<file path="src/design/ptw_ram.sv">
// Generic single-clock RAM: one write port, one read port, registered read.
// No dependencies.
module ptw_ram #(
    parameter int WIDTH = 8,
    parameter int DEPTH = 16
) (
    input  logic                     clk,
    input  logic                     we,
    input  logic [$clog2(DEPTH)-1:0] waddr,
    input  logic [WIDTH-1:0]         wdata,
    input  logic                     re,
    input  logic [$clog2(DEPTH)-1:0] raddr,
    output logic [WIDTH-1:0]         rdata
);

    logic [WIDTH-1:0] mem [DEPTH];

    // Write and registered read.
    always_ff @(posedge clk) begin
        if (we) begin
            mem[waddr] <= wdata;
        end
        if (re) begin
            rdata <= mem[raddr];
        end
    end

endmodule

</file>
<file path="config.mk">
export PLATFORM = sky130hd
export DESIGN_NAME = ptw_ram
export DESIGN_NICKNAME = d
export VERILOG_FILES = /design/src/design/ptw_ram.sv
export SDC_FILE = /design/constraint.sdc
export NUM_CORES = 1
export LEC_CHECK = 0
export BUFFER_PORTS_ARGS = -buffer_cell sky130_fd_sc_hd__buf_2
export CAP_MARGIN = 10
export CORE_ASPECT_RATIO = 0.8
export CORE_MARGIN = 1
export CORE_UTILIZATION = 39
export CTS_CLUSTER_SIZE = 20
export DETAILED_ROUTE_END_ITERATION = 8
export GPL_ROUTABILITY_DRIVEN = 0
export PLACE_DENSITY = 0.56
export SETUP_SLACK_MARGIN = 0.05
export SLEW_MARGIN = 20
export SYNTH_ARGS = -nofsm -noshare
export SYNTH_HDL_FRONTEND = slang
export SYNTH_SLANG_ARGS = --single-unit
</file>
<file path="constraint.sdc">
create_clock -name clk -period 1.9 [get_ports clk]
set_input_delay 0.285 -clock clk [delete_from_list [all_inputs] [get_ports clk]]
set_output_delay 0.285 -clock clk [all_outputs]
set_load 0.005 [all_outputs]
</file>
Word level (Yosys, flattened, before mapping)
Memory sizes are Yosys's and may differ from the RTL's. A register that Yosys moved wholly into a read port is not among the register bits.
Index checks and enable logic that the tools add are counted.
{ "classes": {"n_mux": 2} }
{ "ops": {"columns": ["op", "count"], "rows": [
  ["1-bit two-way mux", 2]
]} }
{ "word_totals": {"elab_cells": 3, "inputBits": 19, "memories": 1, "register_bits": 0, "ram_bits": 128, "out_inout_bits": 8} }
{ "memory_table": {"columns": ["name", "depth", "word_bits", "read_ports", "rd_clocked_by_memory_dff", "wr", "line_no", "rtl"], "rows": [
  ["mem", 16, 8, 1, 1, 1, "16", "logic [WIDTH-1:0] mem [DEPTH];"]
]} }

Longest topological paths before layout
{ "depth": {"word_depth": 2, "ltp_mapped": 5, "depth_no_buf": 3} }

Worst setup path before layout
Ideal clock, no wire load.
{ "synth_path": {"path_kind": "input to register", "from": "in waddr[2]", "to": "mem mem[0][0] (enable)", "path_buffers": 0, "path_stages": 2, "required_time_ns": 1.517, "t_arrival_ns": 1.395, "slack_ns": 0.122, "setup_time_ns": 0.383, "cell_sequence": "or3b_2 nor3_1"} }
{ "synth_rtl": {"columns": ["item", "line_no", "rtl"], "rows": [
  ["start: declaration", "9", "input logic [$clog2(DEPTH)-1:0] waddr,"],
  ["end: declaration", "16", null]
]} }
No word-level cell before the write port.

==> metrics <==
DRT Pass-1 Iters 4; # DRC 0; diode count 0; vias in the first global route 2472; P_leak 2.14 nW; Bufs on Longest Clock Path 2; CTS H-tree lvls 4; Post-CTS Hold Fix Bufs 0; RSZ-0062 raised after global routing no; Horiz. Die Dim 131 um; final setup TNS 0 ns; required time worst endpoint 2.05 ns; later-pin clock latency in the skew report 0.41 ns; Max FO, Critical Path 1; commonest non-fill, non-tap cell in the layout edfxtp_1; fmax 662 MHz; Critical Path Source Type flip-flop; fin util 0.490; endpoints failing hold 0; mean post-synth cell area 22.8 sq um; power per standard cell area 1130 mW/mm^2; Peak VDD IR 0.655 mV; root buffer cell clkbuf_16; Layout area overhead 21.4%; vias 2467; all-layer global routing usage 0.159; Worst setup EP type flip-flop; CP Class flip-flop to flip-flop; first-pass GRT wire length 15.3 mm; Post-DRT Antenna Nets 0; quantity of gates resized following cts 0; total die area 0.0139 sq mm; crit share post-route 0.795; CTS tree yes; initial antenna violation count 0; Area contributors post-synth edfxtp_1 78%, mux4_2 7.8%, mux4_1 7.0%; Core ar. 0.0130 sq mm; Post-Route WL 10.0 mm; mapped cell area 0.00523 sq mm; Synthesis Warnings 0; Top Ports 27; Remaining Overflow, GRT 0; per-cell routed wire length 21.1 um; Post-CTS Setup Bufs 0; Seq/Total Area, Yosys 0.781; max-slew violations 0; Port Buf Inserts 26; dpl hpwl 6.63 mm; hold crit path type input port to flip-flop; share of cells above drive strength 1 0.320; Hold WS 0.253 ns; minimum clock period 1.51 ns; Worst Max-Slew Pin Slew 0.490 ns; Placement Rows 37; share of the synthesized area in the top cell type 0.781; CTS clk-pin slew, worst paths 0.06 ns; CTS Sinks 136; status complete, no violations; most frequent cells in the layout 136 x edfxtp_1, 26 x buf_2, 19 x buf_4; Synth cell types 18; Iter 0 DRT Violations 272; number of vias per cell 5.19; #FFs+latches synth 136; WP data arrival 1.66 ns; worst clock skew 0.00575 ns; Initial Util 0.403; Gate Count Post-Synth 229; largest net degree at the start of global routing 18; die extent in y 106 um; area leader, netlist edfxtp_1; Worst slew margin 0.673; Mapped Nets 248; number of buffers created by CTS 17; Final Setup Violations 0; max cap viols 0; fin nets 306
==> per-stage QoR <==
step | instances | total power [mW] | cell area (sq um) | setup slack (ns)
6_report | 475 | 7.20 | 6350 | 0.389
4_1_cts | 475 | 7.26 | 6350 | 0.352
3_3_place_gp | 443 | 3.78 | 5710 | 0.0747
5_1_grt | 475 | 7.40 | 6350 | 0.313
2_1_floorplan | 229 | 3.63 | 5230 | 0.122
3_5_place_dp | 443 | 3.79 | 5710 | 0.0372
==> registers in the layout (all words and copies together) (netlist names) <==
| register | count |
|---|---|
| rdata | 8 |
| mem | 128 |
==> cells in the mapped netlist <==
library cell     count
mux4_2              18
mux4_1              14
buf_4                1
and2b_1              1
buf_2                3
nand3b_1             2
a22oi_1             16
nor2b_1              1
nor2_1              13
edfxtp_1           136
buf_6                3
nand2_1              9
and2_1               1
or3b_2               1
clkdlybuf4s25_2      3
nand3_1              1
nor3_1               4
nand2b_1             2
==> metal layers <==
layer	share of wire	wire length [um]	global-route usage
met1	0.48	4790	0.233
met2	0.45	4560	0.225
met3	0.054	545	0.0351
met5	0	0	0
met4	0.013	129	0.0797
==> final timing paths <==
kind	startpoint	end	slack, ns	cells past startpoint
min	re	rdata[2]	0.25	1
min reg2reg	mem[13][6]	rdata[6]	0.75	3
max	mem[9][2]	rdata[2]	0.39	3
max reg2reg	mem[9][2]	rdata[2]	0.39	3
==> layout make-up <==
cell class,instances,area (sq um)
clock buffers,18,429
clock inverters,14,205
fillers,1070,6620
multi-input cells,83,1060
flip-flops and latches,136,4080
well taps,175,219
repair buffers,49,353
==> logic make-up after synthesis <==
| kind of cell | Yosys count | share of synthesized area |
|---|---|---|
| buf+inv | 10 | 0.0165 |
| simple gates | 35 | 0.0314 |
| compound gates | 16 | 0.0230 |
| mux | 32 | 0.148 |
| flops | 136 | 0.781 |
==> power breakdown <==
group / switching, mW / leakage [nW] / internal (mW) / total, mW
combinational: 0.174 / 0.612 / 0.143 / 0.316
clock: 1.17 / 0.295 / 2.31 / 3.48
sequential: 0.0201 / 1.24 / 3.38 / 3.40
total: 1.36 / 2.14 / 5.83 / 7.20
==> critical path, cell delays in order (launching register included) <==
cell and delay (ns):
edfxtp_1 0.36, mux4_1 0.51, a22oi_1 0.30, nand2_1 0.08
Note: power is estimated with default switching activity, not from simulation.
