<file path="config.mk">
export PLATFORM = sky130hd
export DESIGN_NAME = ptw_walk
export DESIGN_NICKNAME = d
export VERILOG_FILES = /design/src/design/ptw_pkg.sv /design/src/design/ptw_walk.sv
export SDC_FILE = /design/constraint.sdc
export NUM_CORES = 1
export LEC_CHECK = 0
export BUFFER_PORTS_ARGS = -buffer_cell sky130_fd_sc_hd__buf_2
export CAP_MARGIN = 5
export CORE_ASPECT_RATIO = 0.9
export CORE_UTILIZATION = 30
export DETAILED_ROUTE_END_ITERATION = 6
export GPL_TIMING_DRIVEN = 0
export PLACE_DENSITY = 0.52
export SYNTH_ARGS = -nofsm -noshare
export SYNTH_HDL_FRONTEND = slang
export SYNTH_SLANG_ARGS = --single-unit
</file>
<file path="constraint.sdc">
create_clock -name clk -period 4.55 [get_ports clk]
set_clock_uncertainty 0.2 [all_clocks]
set_input_delay 0.455 -clock clk [delete_from_list [all_inputs] [get_ports clk]]
set_output_delay 0.455 -clock clk [all_outputs]
set_load 0.1 [all_outputs]
</file>
<file path="src/design/ptw_pkg.sv">
// Shared constants, types and helpers for the page table walker.
// No dependencies; imported by every module of the block except ptw_ram.
package ptw_pkg;

    // Table geometry.
    localparam int FRAMES   = 64;
    localparam int LEVELS   = 5;
    localparam int SLOT_W   = 9;
    localparam int SLOTS    = 1 << SLOT_W;
    localparam int NUM_W    = 52;
    localparam int ENTRY_W  = NUM_W + 1;
    localparam int DEPTH    = FRAMES * SLOTS;
    localparam int FRAME_W  = $clog2(FRAMES);
    localparam int ADDR_W   = FRAME_W + SLOT_W;
    localparam int VA_W     = LEVELS * SLOT_W;
    localparam int LVL_W    = (LEVELS > 1) ? $clog2(LEVELS) : 1;
    localparam int ALLOC_W  = $clog2(FRAMES + 1);

    // Field and register widths.
    localparam int VPN_W    = 64;
    localparam int ROOT_W   = 6;
    localparam int FREE_W   = 7;
    localparam int NF_W     = ((ALLOC_W > FREE_W) ? ALLOC_W : FREE_W) + 1;
    localparam int CFG_W    = 7;
    localparam int CFG_IDX_W = 1;
    localparam int STATUS_W = 2;

    // Stream packing.
    localparam int IN_TDATA_W  = 120;
    localparam int IN_TUSER_W  = 2;
    localparam int OUT_TDATA_W = 56;

    // Register indexes.
    localparam logic [CFG_IDX_W-1:0] REG_ROOT       = 1'b0;
    localparam logic [CFG_IDX_W-1:0] REG_FIRST_FREE = 1'b1;

    // Operation codes.
    localparam logic OP_QUERY  = 1'b0;
    localparam logic OP_UPDATE = 1'b1;

    typedef enum logic [STATUS_W-1:0] {
        ST_DONE      = 2'd0,
        ST_BAD_VPN   = 2'd1,
        ST_NO_FRAME  = 2'd2,
        ST_NULL_ROOT = 2'd3
    } status_t;

    typedef enum logic [2:0] {
        S_CLEAR,
        S_IDLE,
        S_READ,
        S_CHECK,
        S_LEAF,
        S_FIN
    } state_t;

    typedef struct packed {
        logic             mapped;
        logic [NUM_W-1:0] ppn;
        status_t          status;
    } res_t;

    typedef struct packed {
        logic               we;
        logic [ADDR_W-1:0]  waddr;
        logic [ENTRY_W-1:0] wdata;
        logic               re;
        logic [ADDR_W-1:0]  raddr;
    } mem_req_t;

    // A vpn is canonical when bits 57..63 all copy bit 56.
    function automatic logic vpn_ok(input logic [VPN_W-1:0] vpn);
        return (vpn[VPN_W-1:56] == 8'h00) || (vpn[VPN_W-1:56] == 8'hFF);
    endfunction

endpackage

</file>
<file path="src/design/ptw_walk.sv">
// Walk sequencer: clears the table memory after reset, then walks, allocates
// and writes table entries one memory access at a time. Depends on ptw_pkg.
module ptw_walk (
    input  logic                          clk,
    input  logic                          rstn,
    input  logic [ptw_pkg::ROOT_W-1:0]    root_frame,
    input  logic [ptw_pkg::FREE_W-1:0]    first_free,
    input  logic                          start,
    input  logic                          op,
    input  logic [ptw_pkg::VPN_W-1:0]     vpn,
    input  logic [ptw_pkg::NUM_W-1:0]     ppn,
    input  logic                          unmap,
    output logic                          ready,
    output logic                          res_valid,
    input  logic                          res_take,
    output ptw_pkg::res_t                 res,
    output ptw_pkg::mem_req_t             mem_req,
    input  logic [ptw_pkg::ENTRY_W-1:0]   mem_rdata
);
    import ptw_pkg::*;

    state_t               state_reg, state_next;
    logic [ADDR_W-1:0]    clr_cnt_reg;
    logic [ALLOC_W-1:0]   alloc_reg;
    logic                 op_reg;
    logic                 unmap_reg;
    logic [VA_W-1:0]      va_reg;
    logic [NUM_W-1:0]     ppn_reg;
    logic [NUM_W-1:0]     frame_reg;
    logic [LVL_W-1:0]     lvl_reg;
    res_t                 res_reg;

    logic                 frame_oob;
    logic [SLOT_W-1:0]    slot;
    logic [ADDR_W-1:0]    addr;
    logic [ENTRY_W-1:0]   entry;
    logic                 e_valid;
    logic [NUM_W-1:0]     e_num;
    logic [NF_W-1:0]      nf;
    logic                 nf_full;
    logic                 do_alloc;
    logic                 start_bad;
    logic                 start_null;

    // Address of the current entry; frames past the memory read as empty.
    assign frame_oob = frame_reg >= NUM_W'(FRAMES);
    assign slot      = va_reg[SLOT_W*lvl_reg +: SLOT_W];
    assign addr      = {frame_reg[FRAME_W-1:0], slot};
    assign entry     = frame_oob ? '0 : mem_rdata;
    assign e_valid   = entry[NUM_W];
    assign e_num     = entry[NUM_W-1:0];

    // Bump allocator.
    assign nf       = NF_W'(first_free) + NF_W'(alloc_reg);
    assign nf_full  = nf >= NF_W'(FRAMES);
    assign do_alloc = (op_reg == OP_UPDATE) && !e_valid && !unmap_reg && !nf_full;

    // Early outcomes decided when an item arrives.
    assign start_bad  = !vpn_ok(vpn);
    assign start_null = (op == OP_UPDATE) && (root_frame == '0);

    // Next state.
    always_comb begin
        state_next = state_reg;
        case (state_reg)
            S_CLEAR: begin
                if (clr_cnt_reg == ADDR_W'(DEPTH - 1)) begin
                    state_next = S_IDLE;
                end
            end
            S_IDLE: begin
                if (start) begin
                    if (start_bad || start_null) begin
                        state_next = S_FIN;
                    end else if (op == OP_UPDATE && LEVELS == 1) begin
                        state_next = S_LEAF;
                    end else begin
                        state_next = S_READ;
                    end
                end
            end
            S_READ: begin
                state_next = S_CHECK;
            end
            S_CHECK: begin
                if (op_reg == OP_QUERY) begin
                    if (!e_valid || lvl_reg == '0) begin
                        state_next = S_FIN;
                    end else begin
                        state_next = S_READ;
                    end
                end else if (!e_valid && (unmap_reg || nf_full)) begin
                    state_next = S_FIN;
                end else if (lvl_reg == LVL_W'(1)) begin
                    state_next = S_LEAF;
                end else begin
                    state_next = S_READ;
                end
            end
            S_LEAF: begin
                state_next = S_FIN;
            end
            S_FIN: begin
                if (res_take) begin
                    state_next = S_IDLE;
                end
            end
            default: begin
                state_next = S_CLEAR;
            end
        endcase
    end

    // Memory requests and handshake outputs.
    always_comb begin
        mem_req   = '0;
        ready     = 1'b0;
        res_valid = 1'b0;
        case (state_reg)
            S_CLEAR: begin
                mem_req.we    = 1'b1;
                mem_req.waddr = clr_cnt_reg;
            end
            S_IDLE: begin
                ready = 1'b1;
            end
            S_READ: begin
                mem_req.re    = 1'b1;
                mem_req.raddr = addr;
            end
            S_CHECK: begin
                mem_req.we    = do_alloc && !frame_oob;
                mem_req.waddr = addr;
                mem_req.wdata = {1'b1, NUM_W'(nf)};
            end
            S_LEAF: begin
                mem_req.we    = !frame_oob;
                mem_req.waddr = addr;
                mem_req.wdata = unmap_reg ? '0 : {1'b1, ppn_reg};
            end
            S_FIN: begin
                res_valid = 1'b1;
            end
            default: begin
                mem_req = '0;
            end
        endcase
    end

    assign res = res_reg;

    // Walk registers.
    always_ff @(posedge clk) begin
        if (!rstn) begin
            state_reg   <= S_CLEAR;
            clr_cnt_reg <= '0;
            alloc_reg   <= '0;
        end else begin
            state_reg <= state_next;
            case (state_reg)
                S_CLEAR: begin
                    clr_cnt_reg <= clr_cnt_reg + 1'b1;
                end
                S_IDLE: begin
                    if (start) begin
                        op_reg         <= op;
                        unmap_reg      <= unmap;
                        va_reg         <= vpn[VA_W-1:0];
                        ppn_reg        <= ppn;
                        frame_reg      <= NUM_W'(root_frame);
                        lvl_reg        <= LVL_W'(LEVELS - 1);
                        res_reg.mapped <= 1'b0;
                        res_reg.ppn    <= '0;
                        if (start_bad) begin
                            res_reg.status <= ST_BAD_VPN;
                        end else if (start_null) begin
                            res_reg.status <= ST_NULL_ROOT;
                        end else begin
                            res_reg.status <= ST_DONE;
                        end
                    end
                end
                S_CHECK: begin
                    if (do_alloc) begin
                        alloc_reg <= alloc_reg + 1'b1;
                        frame_reg <= NUM_W'(nf);
                    end else begin
                        frame_reg <= e_num;
                    end
                    if (lvl_reg != '0) begin
                        lvl_reg <= lvl_reg - 1'b1;
                    end
                    // A query that reaches a valid leaf returns its page.
                    if (op_reg == OP_QUERY && e_valid && lvl_reg == '0) begin
                        res_reg.mapped <= 1'b1;
                        res_reg.ppn    <= e_num;
                    end
                    if (op_reg == OP_UPDATE && !e_valid && !unmap_reg && nf_full) begin
                        res_reg.status <= ST_NO_FRAME;
                    end
                end
                default: begin
                    clr_cnt_reg <= clr_cnt_reg;
                end
            endcase
        end
    end

endmodule

</file>
=== Word-level counts from Yosys, hierarchy flattened ===
Cells that the tools add are included.

* Flip-flop bits (word level): 234
* Input bits: 188
* Output and inout port bits: 142
* Logic and storage cells: 94

* Add/subtract/negate cells: 4
* $mul: 1
* Magnitude comparators: 2
* Eq/ne operators: 14
* Shift operators: 1
* Mux-type cells: 28
* Bitwise operators: 1
* Reductions and logical operators: 31

{| class="wikitable"
|+ Operator list
! operator !! number
|-
| $mux 53 || 3
|-
| $pmux 55 s2 || 1
|-
| $pmux 53 s2 || 1
|-
| $mux 52 || 2
|-
| $pmux 52 s2 || 1
|-
| $mux 55 || 1
|-
| $ge 52x7->1 const B || 1
|-
| $pmux 16 s3 || 1
|-
| $shiftx 45x8->9 || 1
|-
| $mux 3 || 10
|-
| $pmux 3 s6 || 1
|-
| $mux 16 || 1
|-
| $add 15x1->15 const B || 1
|-
| $eq 15x15->1 const B || 1
|-
| $ne 2x2->1 const B || 6
|-
| $reduce_and 4->1 || 3
|-
| $logic_and 1x1->1 || 9
|-
| $reduce_and 3->1 || 3
|-
| $add 7x7->8 || 1
|-
| $eq 8x8->1 const B || 1
|-
| $ge 8x7->1 const B || 1
|-
| $logic_not 8->1 || 1
|-
| $add 7x1->7 const B || 1
|-
| $mul 4x3->7 const A || 1
|-
| other kinds (15) || 29
|}

=== Longest topological paths before layout ===
* Depth after elaboration: 8
* Mapped depth: 9
* Mapped depth without buffers: 8

=== Least setup slack after synthesis ===
OpenSTA, ideal clock, no wires.

* Kind: register to register
* Start point: reg state_reg[2]
* End point: reg op_reg, enable pin
* Setup time: 0.470 ns
* Data arrival time: 4.472 ns
* Required time: 3.880 ns
* Path slack: -0.592 ns
* Stages on the path, launching flop included: 5
* Path buffers: 1
* Clock period less this slack: 5.142 ns
* Cell sequence: dfxtp_1 -> clkbuf_1 -> nand2b_1 -> nor2_1 -> and3_1

* Cells in the longest elaborated chain, start to end: 2

{| class="wikitable"
|+ Ends and longest elaborated chain
! item !! line !! source
|-
| start: declaration || ptw_walk.sv:22 || <nowiki>state_t state_reg, state_next;</nowiki>
|-
| start signal: assignment || ptw_walk.sv:159 || <nowiki>state_reg <= state_next;</nowiki>
|-
| $eq 3x1->1 || ptw_walk.sv:160 || <nowiki>case (state_reg)</nowiki>
|-
| $reduce_and 3->1 (no source line) || - ||
|-
| end signal: assignment || ptw_walk.sv:166 || <nowiki>op_reg <= op;</nowiki>
|-
| end: declaration || ptw_walk.sv:25 || <nowiki>logic op_reg;</nowiki>
|}

No other way between the ends.
A chain may end at the register's enable or synchronous reset.

==> metrics.md <==
| Metric | Value |
|---|---|
| Status | finished, violations left |
| Failing checks | DRC |
| Synthesized area | 0.009995 mm² |
| Critical path arrival | around 3.5 ns |
| Clock Power Share | 42.2% |
| Leak | approximately 5.7 nW |
| #FFs+latches synth | around 230 |
| Most common flop cell mapped by yosys | edfxtp_1 |
| Total GRT Usage | between 10% and 20% |
| Asr flop ratio synth | 0% |
| Overall die height | 175.2 µm |
| WL per Instance | 17.10 µm |
| Crit start category | flop |
| Area of the multi-input gates | 0.003073 mm² |
| Die extent in x | 194.4 µm |
| Logic pwr share | a little over an eighth |
| Unrepaired setup endpoints after global routing | no |
| DRT Wirelength | 28.63 mm |
| RD Place Congestion | 0.8052 |
| Number of nets with antenna violations after routing | 0 |
| Final min period | 4.187 ns |
| Via count | ~7,600 |
| Max-Cap Viols | 0 |
| Slew headroom | 43.08% |
| Synth unique cells | 51 |
| TritonCTS clock tree | done |
| Final period util | 92.02% |
| Initial Util | 30.41% |
| Pins over their slew limit | 0 |
| Initial antenna violation count | 5 |
| Hold depth | 2 |
| Gr ovfl total | 0 |
| EDFF count, synth | about 210 |
| Mean post-synth cell area | 13.15 µm² |
| Clock sink count | 234 |
| Register area | 0.006777 mm² |
| Total power | 5.409 mW |
| End of the worst register-to-register path | res[21]$_SDFFCE_PN0P_ |
| Die area | around 0.034 mm² |
| Total nets after synthesis | 961 |
| Internal power | 3.980 mW |
| Vias in the first global route | 7,590 |
| Num rows | 63 |
| Nets@finish | 1,429 |
| Number of flip-flops in the largest register | 55 |
| Core box area | 0.03287 mm² |
| R2R depth | 7 |
| H-tree depth | 1 |
| Slew at the pin closest to its max-slew limit | 0.8538 ns |
| Critical path type | reg2out |
| Clk slew on worst S/H paths | 0.06 ns |
| TritonCTS Buffers | 27 |
| Register share of total power | 44.8% |
| Via/cell ratio | ~4.5 |
| Sequential area share after synthesis | 67.80% |
| Fmax achieved | 238.8 MHz |
| First-pass GRT wire length | 42.79 mm |
| Layout fillers | between 3,000 and 4,000 |
| Reg2reg setup slack | 1.11 ns |
| Pwr dens | 377.5 mW/mm² |
| PortBufs | 318 |
| Hold worst-path end | res[50]$_SDFFCE_PN0P_ |
| Critical Path End Type | output port |
| Sw Ratio | about a quarter |
| Setup-failing EPs final | 0 |
| Reg2reg start | frame_reg[41]$_SDFFCE_PP0P_ |
| Synthesis Warnings | 0 |
| Final Hold Viols | 0 |
| Min Hold Slack | 0.02641 ns |
| Mapped Cells | between 700 and 800 |
| DR iter-0 viols | 393 |
| Most frequent cells in the layout | 319 x buf_2, 209 x edfxtp_1, 114 x dlygate4sd3_1 |
| Type of the tightest min-delay check | in2reg |
| Drt first pass iters | 6 |
| Residual DRC | 2 |
| Sw Pwr | 1.430 mW |
| Clock latency on the worst-skew pair | 0.54 ns |
| Pin count of the biggest net entering global routing | 58 |
| CTS Buffer Depth | 3 |
| Max VDD drop | 255.3 µV |
| Hold path startpoint | mem_rdata[48] |
| Ratio of cells with drive above 1 in the final layout | 30.45% |
| Root buf cell | clkbuf_16 |
| Crit path max fanout | 10 |
| Dpl hpwl | ~21 mm |
| Area grow syn2layout | 43.35% |
| Most common cell after layout, fill and taps aside | buf_2 |
| Top-Level Pins | 330 |
| Worst Path Required | 3.89 ns |
## Yosys cell counts (all sizes together) (11+ instances only)
| cell | number | area share [%] |
|---|---|---|
| edfxtp | 209 | 63 |
| inv | 11 | 0.41 |
| nor2 | 33 | 1.2 |
| nand2 | 48 | 1.8 |
| clkbuf | 28 | 1.1 |
| ha | 12 | 1.5 |
| nor2b | 52 | 3.3 |
| and2 | 108 | 6.8 |
| dfxtp | 25 | 5.0 |
| nand3 | 18 | 0.90 |
| and3 | 12 | 0.75 |
| o21ai | 50 | 2.5 |
| nor4 | 18 | 1.1 |
| mux2i | 27 | 2.7 |
| a22o | 11 | 0.96 |
## worst max-delay path: stages (launching register included)
cell and delay [ns]:
dfxtp_1 0.36, ha_1 0.23, fa_1 0.43, a211oi_1 0.38
o21ai_0 0.19, and2_1 0.22, a211oi_4 0.32, buf_6 0.21
a221o_1 0.21, buf_2 0.45
## per-layer routing
metal,share of wire (%),global-route usage (%)
met1,47,22.07
met4,2.2,4.134
met3,4.8,3.474
met5,0.045,0
met2,46,26.35
## per-stage QoR
| step | instances | TNS [ns] | instance area, µm² | setup WS [ns] | utilization, % |
|---|---|---|---|---|---|
| after floorplan | 760 | 0 | 9996 | 0.4707 | - |
| after global placement | 1500 | -41.73 | 12120 | -0.7916 | 36.86 |
| after detailed placement | 1504 | 0 | 12210 | 0.4131 | 37.14 |
| after CTS | 1667 | 0 | 14290 | 0.03389 | 43.47 |
| after global routing | 1670 | 0 | 14320 | 0.1263 | 43.56 |
| final | 1674 | 0 | 14330 | 0.3630 | 43.59 |
## worst max-delay path by stage
stage                                 from                     to  slack, ns  cells after the start
3_3_place_gp     state_reg[0]$_SDFFE_PN0P_  res[22]$_SDFFCE_PN0P_      -0.79                      5
2_1_floorplan    state_reg[2]$_SDFFE_PN0P_       op_reg$_DFFE_PP_       0.47                      4
5_1_grt          alloc_reg[0]$_SDFFE_PN0P_            mem_req[84]       0.13                      9
4_1_cts          alloc_reg[0]$_SDFFE_PN0P_            mem_req[84]       0.03                      9
3_5_place_dp   frame_reg[12]$_SDFFCE_PP0P_            mem_req[84]       0.41                      7
6_report         alloc_reg[0]$_SDFFE_PN0P_            mem_req[84]       0.36                      9
## timing repair
| action | CTS | global route |
|---|---|---|
| endpoints found under the hold margin | 114 | 0 |
| setup buffers | 0 | 3 |
| setup endpoints to repair | 1 | 1 |
| pin swaps | 0 | 2 |
| gates resized for setup | 2 | 1 |
| hold buffers | 114 | 0 |
| gates cloned | 0 | 0 |
## logic make-up (layout without fill, tap and decap cells)
family | after synthesis | in the layout | share of synthesized area [%]
compound gates | 100 | 100 | 6.422
xor+xnor | 14 | 14 | 1.227
fa+ha+maj | 13 | 13 | 1.703
buf+inv | 46 | 534 | 1.853
flops | 234 | 234 | 67.80
mux | 27 | 27 | 2.704
other cells | 0 | 4 | 0
simple gates | 326 | 326 | 18.29
## final cells by class
| cell class | instances | share of cell area, % |
|---|---|---|
| buffer | 34 | 0.9781 |
| antenna | 4 | 0.06986 |
| sequential | 234 | 47.30 |
| timing repair buffer | 439 | 19.75 |
| multi-input combinational | 480 | 21.45 |
| inverter | 12 | 0.3144 |
| clock inverter | 20 | 1.685 |
| clock buffer | 29 | 4.768 |
| tap | 422 | 3.685 |
## power by group through the flow
stage | Combinational [mW] | Sequential [mW] | Clock [mW]
after floorplan | 0.329 | 2.58 | 0
after global placement | 0.617 | 2.47 | 0
after detailed placement | 0.626 | 2.47 | 0
after CTS | 0.706 | 2.43 | 2.35
after global routing | 0.741 | 2.43 | 2.40
final | 0.702 | 2.43 | 2.28
No activity file was read; power rests on OpenSTA's default activity.
